**src/rtl/core/ctsm_pkg.sv**
```systemverilog
// Shared constants, codes and helpers for the category time share monitor.
// No dependencies; imported by the top level and its port checker.
package ctsm_pkg;

	// Number of tracked categories and derived index width
	localparam int NUM_CATEGORIES = 16;
	localparam int IDX_W          = $clog2(NUM_CATEGORIES);

	// Field widths
	localparam int KIND_W = 2;
	localparam int CAT_W  = 4;
	localparam int TIME_W = 32;
	localparam int PCT_W  = 7;
	localparam int CIU_W  = 5;
	localparam int CFG_W  = 5;
	localparam int CIDX_W = 1;

	// Width that holds both the category limit and categories_in_use
	localparam int LIM_W = ($clog2(NUM_CATEGORIES + 1) > CIU_W) ?
		$clog2(NUM_CATEGORIES + 1) : CIU_W;

	// Dividend width: a time value scaled by one hundred
	localparam int NUM_W = TIME_W + PCT_W;
	localparam int CNT_W = $clog2(NUM_W);

	localparam logic [PCT_W-1:0] PCT_MAX = PCT_W'(100);
	localparam logic [LIM_W-1:0] LIM_MAX = LIM_W'(NUM_CATEGORIES);

	// Item kinds
	localparam logic [KIND_W-1:0] KIND_SWITCH  = 2'd0;
	localparam logic [KIND_W-1:0] KIND_QUERY   = 2'd1;
	localparam logic [KIND_W-1:0] KIND_CLEAR   = 2'd2;
	localparam logic [KIND_W-1:0] KIND_RESTART = 2'd3;

	// Configuration register indexes
	localparam logic [CIDX_W-1:0] REG_CATS_IN_USE = 1'b0;
	localparam logic [CIDX_W-1:0] REG_INIT_CAT    = 1'b1;

	// Saturating add of two time values
	function automatic logic [TIME_W-1:0] sat_add(input logic [TIME_W-1:0] a,
			input logic [TIME_W-1:0] b);
		logic [TIME_W:0] s;
		s = {1'b0, a} + {1'b0, b};
		return s[TIME_W] ? {TIME_W{1'b1}} : s[TIME_W-1:0];
	endfunction

endpackage

```
**src/rtl/core/category_time_share_monitor.sv**
```systemverilog
// Category time share monitor: accumulators, control sequencer and serial divider.
// Depends on ctsm_pkg.
//
// Usage:
//   Items enter on start/kind/category/now_ms and are taken when start is high
//   and busy is low. One result beat per item leaves on done with percent,
//   current_category and bad_category, valid for that one cycle only; the
//   receiver cannot stall, so nothing is held back.
//   Configuration writes use cfg_valid/cfg_ready with cfg_index and cfg_data;
//   cfg_ready is high while the block is idle.
// Sequence (accept edge to done cycle):
//   switch, clear, restart, rejected items and queries on a zero total: READ, ACC.
//   Query: READ, ACC, MUL, DIV, FIN. The restoring divider retires one
//   quotient bit per cycle over the 39-bit scaled dividend in DIV.
// Throughput: one item at a time; a new item may be accepted in the cycle that
//   shows done.
// Reset: all accumulators and the total read as zero, start stamp zero, the
//   current category is 0, categories_in_use is 16. Per-entry valid bits clear
//   at once, so no clearing pass is needed.
module category_time_share_monitor
	import ctsm_pkg::*;
(
	input  logic              clk,
	input  logic              arst_n,
	input  logic              start,
	output logic              busy,
	input  logic [KIND_W-1:0] kind,
	input  logic [CAT_W-1:0]  category,
	input  logic [TIME_W-1:0] now_ms,
	output logic              done,
	output logic [PCT_W-1:0]  percent,
	output logic [CAT_W-1:0]  current_category,
	output logic              bad_category,
	input  logic              cfg_valid,
	output logic              cfg_ready,
	input  logic [CIDX_W-1:0] cfg_index,
	input  logic [CFG_W-1:0]  cfg_data
);

	localparam logic [2:0] ST_IDLE = 3'd0;
	localparam logic [2:0] ST_READ = 3'd1;
	localparam logic [2:0] ST_ACC  = 3'd2;
	localparam logic [2:0] ST_MUL  = 3'd3;
	localparam logic [2:0] ST_DIV  = 3'd4;
	localparam logic [2:0] ST_FIN  = 3'd5;

	logic [2:0]          state_q;
	logic [KIND_W-1:0]   kind_q;
	logic [CAT_W-1:0]    cat_q;
	logic [TIME_W-1:0]   now_q;
	logic [CAT_W-1:0]    active_q;
	logic [CIU_W-1:0]    ciu_q;
	logic [TIME_W-1:0]   stamp_q;
	logic [TIME_W-1:0]   total_q;
	logic [NUM_CATEGORIES-1:0] vld_q;

	logic [TIME_W-1:0]   mem_q [NUM_CATEGORIES];
	logic [TIME_W-1:0]   rd_a_q;
	logic [TIME_W-1:0]   rd_b_q;
	logic                rd_a_vld_q;
	logic                rd_b_vld_q;

	logic [NUM_W-1:0]    num_q;
	logic [TIME_W-1:0]   den_q;
	logic [TIME_W-1:0]   rem_q;
	logic [PCT_W-1:0]    quo_q;
	logic                ovf_q;
	logic [CNT_W-1:0]    cnt_q;

	logic                done_q;
	logic [PCT_W-1:0]    percent_q;
	logic [CAT_W-1:0]    cur_q;
	logic                bad_q;

	logic                accept;
	logic                cfg_wr;
	logic [TIME_W-1:0]   delta;
	logic [TIME_W-1:0]   acc_a;
	logic [TIME_W-1:0]   acc_b;
	logic [TIME_W-1:0]   new_a;
	logic [TIME_W-1:0]   new_t;
	logic [TIME_W-1:0]   share;
	logic [LIM_W-1:0]    limit;
	logic                cat_ok;
	logic                act_ok;
	logic                is_sq;
	logic                acc_en;
	logic [TIME_W:0]     trial;
	logic                qbit;
	logic [IDX_W-1:0]    act_idx;
	logic [IDX_W-1:0]    cat_idx;

	assign accept    = start && !busy;
	assign busy      = (state_q != ST_IDLE);
	assign cfg_ready = (state_q == ST_IDLE);
	assign cfg_wr    = cfg_valid && cfg_ready;

	assign act_idx = active_q[IDX_W-1:0];
	assign cat_idx = cat_q[IDX_W-1:0];

	// Accumulation terms for the item under work
	always_comb begin
		delta  = now_q - stamp_q;
		acc_a  = rd_a_vld_q ? rd_a_q : '0;
		acc_b  = rd_b_vld_q ? rd_b_q : '0;
		new_a  = sat_add(acc_a, delta);
		new_t  = sat_add(total_q, delta);
		limit  = (LIM_W'(ciu_q) > LIM_MAX) ? LIM_MAX : LIM_W'(ciu_q);
		cat_ok = (LIM_W'(cat_q) < limit);
		act_ok = (LIM_W'(active_q) < LIM_MAX);
		is_sq  = (kind_q == KIND_SWITCH) || (kind_q == KIND_QUERY);
		acc_en = is_sq && cat_ok;
		share  = (act_ok && (cat_idx == act_idx)) ? new_a : acc_b;
	end

	// One restoring divide step
	always_comb begin
		trial = {rem_q, num_q[NUM_W-1]} - {1'b0, den_q};
		qbit  = !trial[TIME_W];
	end

	// Accumulator store: written at the current category, read at two places
	always_ff @(posedge clk) begin
		if (state_q == ST_ACC && acc_en && act_ok) begin
			mem_q[act_idx] <= new_a;
		end
		rd_a_q <= mem_q[act_idx];
		rd_b_q <= mem_q[cat_idx];
	end

	// Sequencer, configuration and control registers
	always_ff @(posedge clk or negedge arst_n) begin
		if (!arst_n) begin
			state_q    <= ST_IDLE;
			active_q   <= '0;
			ciu_q      <= CIU_W'(NUM_CATEGORIES);
			stamp_q    <= '0;
			total_q    <= '0;
			vld_q      <= '0;
			rd_a_vld_q <= 1'b0;
			rd_b_vld_q <= 1'b0;
			done_q     <= 1'b0;
			cnt_q      <= '0;
			ovf_q      <= 1'b0;
		end else begin
			done_q <= 1'b0;

			// Take register writes while idle
			if (cfg_wr) begin
				case (cfg_index)
					REG_CATS_IN_USE: ciu_q <= cfg_data;
					REG_INIT_CAT: begin
						if (LIM_W'(cfg_data[CAT_W-1:0]) < LIM_MAX) begin
							active_q <= cfg_data[CAT_W-1:0];
						end
					end
					default: ;
				endcase
			end

			case (state_q)
				ST_IDLE: begin
					if (accept) begin
						state_q <= ST_READ;
					end
				end
				ST_READ: begin
					rd_a_vld_q <= vld_q[act_idx];
					rd_b_vld_q <= vld_q[cat_idx];
					state_q    <= ST_ACC;
				end
				ST_ACC: begin
					state_q <= ST_IDLE;
					done_q  <= 1'b1;
					if (acc_en) begin
						if (act_ok) begin
							vld_q[act_idx] <= 1'b1;
						end
						total_q <= new_t;
						stamp_q <= now_q;
						if (kind_q == KIND_SWITCH) begin
							active_q <= cat_q;
						end else if (new_t != '0) begin
							// Hand the query to the divider
							state_q <= ST_MUL;
							done_q  <= 1'b0;
						end
					end else if (kind_q == KIND_CLEAR) begin
						vld_q   <= '0;
						total_q <= '0;
					end else if (kind_q == KIND_RESTART) begin
						stamp_q <= now_q;
					end
				end
				ST_MUL: begin
					cnt_q   <= CNT_W'(NUM_W - 1);
					ovf_q   <= 1'b0;
					state_q <= ST_DIV;
				end
				ST_DIV: begin
					ovf_q <= ovf_q | quo_q[PCT_W-1];
					if (cnt_q == '0) begin
						state_q <= ST_FIN;
					end else begin
						cnt_q <= cnt_q - 1'b1;
					end
				end
				ST_FIN: begin
					state_q <= ST_IDLE;
					done_q  <= 1'b1;
				end
				default: state_q <= ST_IDLE;
			endcase
		end
	end

	// Item, divider and result payload registers
	always_ff @(posedge clk) begin
		if (accept) begin
			kind_q <= kind;
			cat_q  <= category;
			now_q  <= now_ms;
		end
		case (state_q)
			ST_ACC: begin
				num_q     <= {{PCT_W{1'b0}}, share};
				den_q     <= new_t;
				rem_q     <= '0;
				quo_q     <= '0;
				percent_q <= '0;
				bad_q     <= is_sq && !cat_ok;
				cur_q     <= (acc_en && kind_q == KIND_SWITCH) ? cat_q : active_q;
			end
			ST_MUL: begin
				// Scale by one hundred: 64 + 32 + 4
				num_q <= (num_q << 6) + (num_q << 5) + (num_q << 2);
			end
			ST_DIV: begin
				// Shift in one dividend bit, retire one quotient bit
				num_q <= num_q << 1;
				rem_q <= qbit ? trial[TIME_W-1:0] : {rem_q[TIME_W-2:0], num_q[NUM_W-1]};
				quo_q <= {quo_q[PCT_W-2:0], qbit};
			end
			ST_FIN: begin
				percent_q <= (ovf_q || quo_q > PCT_MAX) ? PCT_MAX : quo_q;
			end
			default: ;
		endcase
	end

	assign done             = done_q;
	assign percent          = percent_q;
	assign current_category = cur_q;
	assign bad_category     = bad_q;

endmodule

```
**config.mk**
```make
export PLATFORM = sky130hd
export DESIGN_NAME = category_time_share_monitor
export DESIGN_NICKNAME = d
export VERILOG_FILES = /design/src/rtl/core/ctsm_pkg.sv /design/src/rtl/core/category_time_share_monitor.sv
export SDC_FILE = /design/constraint.sdc
export NUM_CORES = 1
export LEC_CHECK = 0
export ABC_CLOCK_PERIOD_IN_PS = 9800
export BUFFER_PORTS_ARGS = -buffer_cell sky130_fd_sc_hd__buf_4
export CORE_MARGIN = 3
export CORE_UTILIZATION = 31
export DETAILED_ROUTE_END_ITERATION = 10
export PLACE_DENSITY = 0.56
export SLEW_MARGIN = 40
export SYNTH_ARGS = -nofsm -noshare
export SYNTH_HDL_FRONTEND = slang
export SYNTH_SLANG_ARGS = --single-unit
```
**constraint.sdc**
```tcl
create_clock -name clk -period 9.8 [get_ports clk]
set_clock_uncertainty 0.1 [all_clocks]
set_input_delay 1.96 -clock clk [delete_from_list [all_inputs] [get_ports clk]]
set_output_delay 1.96 -clock clk [all_outputs]
set_load 0.01 [all_outputs]
```
==> results.ini <==
[run_status]
outcome = completed

[timing]
period_minus_slack_ps = 6890
rsz0062_at_grt = no
worstMarginPinSlew_ps = 889
fin_crit_sh_pct = 70.4
final_max_slew_viol_count = 0
fmax_ghz = 0.145
finalHoldViolCount = 0
slew_headroom_pct = 40.8
setup-tns-final_ps = 0
setup_violations = 0

[route]
wl_met3_um = 8930
ant_nets = 0
first_iter_violations = 2734
wire_per_inst_um = 24.3
vias = 27400
wl_met1_um = 55700
vias_per_cell = 5.44
wirelength_um = 123000
post-route-drc-count = 0
topRoutingLayerUsed = met4
met2_length_um = 55300
dr.pass1.iters = 7

[synth]
netlist_instances = 3009
synth_area_leaders = edfxtp_1, mux4_2, dfrtp_1
synth_top_area_cell = edfxtp_1
ys_seq_area_share_pct = 54.2
async_flop_share_pct = 12.2
synth_area_um2 = 44300
synth_warnings = 0
synth_ff_type = edfxtp_1
yosysUniqueCellTypes = 87
synth.avg_cell_area_um2 = 14.7
synth-edff-count = 672
yosys_register_bits = 838
netlist.area_leader.share_pct = 45.5
syn_nets = 3260

[clock_network]
postCtsSetupBuffers = 0
cts_sinks = 838
cts-resized-gates = 0
cts_hold_buffers = 0
cts_buffer_depth = 3
path_clk_slew_ps = 70
numCtsBuffers = 87
htree_levels = 3
cts_root_buffer = clkbuf_16
clk_latency_ps = 690
tritoncts = done

[floorplanning]
start_util_pct = 31.3
core-area_um2 = 142000
die_w_um = 384
die_area_um2 = 148000
placementRows = 138
chipHeight_um = 384
io_pins = 63

[layout]
multi_input_area_um2 = 19500
area_delta_synth_final_pct = 13.3
layout-drive-gt1-share_pct = 22.8
final_nets = 3328
final-seq-area_um2 = 24000
n_fill_cell = 13385

[flow_run]
maxCapViolations = 0

[place]
io_buffers = 62
gp_congestion = 0.851
place_hpwl_um = 78100

[global_routing]
grt_pass1_vias = 27574
grt_util_all_layers_pct = 16.4
grt_max_degree = 75
grt_first_pass_wirelength_um = 181000
grt.overflow.total = 0
antenna_found_initial = 6

[worst_setup_path]
critPathLaunchType = register
slowest_stage = nand2b_1
cp-end-kind = register
required_ps = 10130
worstPathArrival_ps = 7230
max_stage_delay_ps = 540
cpMostUsedCell = inv_1
critPathKind = register to register
crit_fanout = 53

[min_path]
hp-class = register to register

placed cells by master, fill, tap and decap left out, drive strengths merged, types with 64 or more instances in the layout:
cell type,instances
buf,117
inv,102
ha,166
dfxtp,64
xnor2,84
nand2,139
edfxtp,672
clkbuf,107
o21ai,109
nor2,155
a21oi,156
mux4,330
a21o,69
dfrtp,101
final cells by class:
cell class | instances | area share [%]
multi-input cells | 1937 | 38.9
well taps | 1890 | 4.71
clock inverters | 53 | 1.25
clock buffers | 107 | 4.61
flip-flops and latches | 838 | 47.9
inverters | 96 | 0.723
diodes | 1 | 0.00498
repair buffers | 117 | 1.95
cells in the mapped netlist (9+ instances only):
library cell / n
a211o_1: 12
a211oi_1: 21
a21o_1: 66
a21oi_1: 153
a221o_1: 12
a222oi_1: 21
a22o_1: 42
a31oi_1: 18
and2_1: 48
and3_1: 21
buf_1: 30
clkbuf_1: 95
dfrtp_1: 101
dfxtp_1: 64
edfxtp_1: 672
fa_1: 37
ha_1: 166
inv_1: 96
mux2_2: 42
mux2i_1: 29
mux4_2: 330
nand2_1: 139
nand2b_1: 46
nand3_1: 32
nand4_1: 19
nor2_1: 155
nor2b_1: 25
nor3_1: 37
o211ai_1: 20
o21a_1: 32
o21ai_0: 102
o21bai_1: 14
o31ai_1: 9
or2_2: 29
xnor2_1: 84
xor2_1: 49
path summary, 6_finish.rpt:
check                           startpoint         end  slack, ps  depth (start not counted)
max in group asynchronous           arst_n  act_idx[1]       7250                          2
worst min-delay path            stamp_q[0]  stamp_q[0]        400                          2
worst min register to register  stamp_q[0]  stamp_q[0]        400                          2
worst max-delay path              now_q[0]   num_q[10]       2910                         25
min in group asynchronous           arst_n       ovf_q       1190                          1
worst max register to register    now_q[0]   num_q[10]       2910                         25
cell families (layout without fill, tap and decap cells):
family	Yosys count	count (layout)	share of synthesized area, %
flip-flops	838	838	54.2
AO/OA/AOI/OAI	612	612	9.61
AND/OR/NAND/NOR	588	588	6.62
multiplexers	401	401	18.5
buffers and inverters	234	373	2.10
adder cells (fa/ha/maj)	203	203	6.36
XOR/XNOR	133	133	2.63
other	0	1	0
metal layers:
| layer | vias up | GRT usage (%) |
|---|---|---|
| met5 | - | 0 |
| met1 | 14240 | 24.1 |
| li1 | 12126 | - |
| met3 | 142 | 3.17 |
| met4 | 0 | 3.58 |
| met2 | 892 | 25.3 |
state kept, by name (all words and copies together) (netlist names), 5 cells and up:
signal,flops
cnt_q,6
num_q,39
vld_q,16
rem_q,32
mem_q,512
total_q,32
now_q,32
percent,7
den_q,32
ciu_q,5
stamp_q,32
quo_q,7
rd_a_q,32
rd_b_q,32
stage by stage:
step	area, um^2	cells	utilization [%]	hold WS, ps	worst slack [ps]
2_1_floorplan	44300	3009	-	354	4330
3_3_place_gp	47200	4875	33.3	388	3020
3_5_place_dp	47300	4878	33.3	389	2980
4_1_cts	50200	5038	35.4	403	2930
5_1_grt	50200	5038	35.4	410	2380
6_report	50200	5039	35.4	401	2910
critical path, delay by kind of cell, from the launching register on:
kind,cells,cell delay [ps]
AOI/OAI and AO/OA,13,3620
and+or+nand+nor,5,970
adders and majority gates,3,910
buffers and inverters,4,590
DFF,1,380
Power is not shown: default switching activity piles up to over one toggle a cycle in this logic, so the estimate is an artifact.
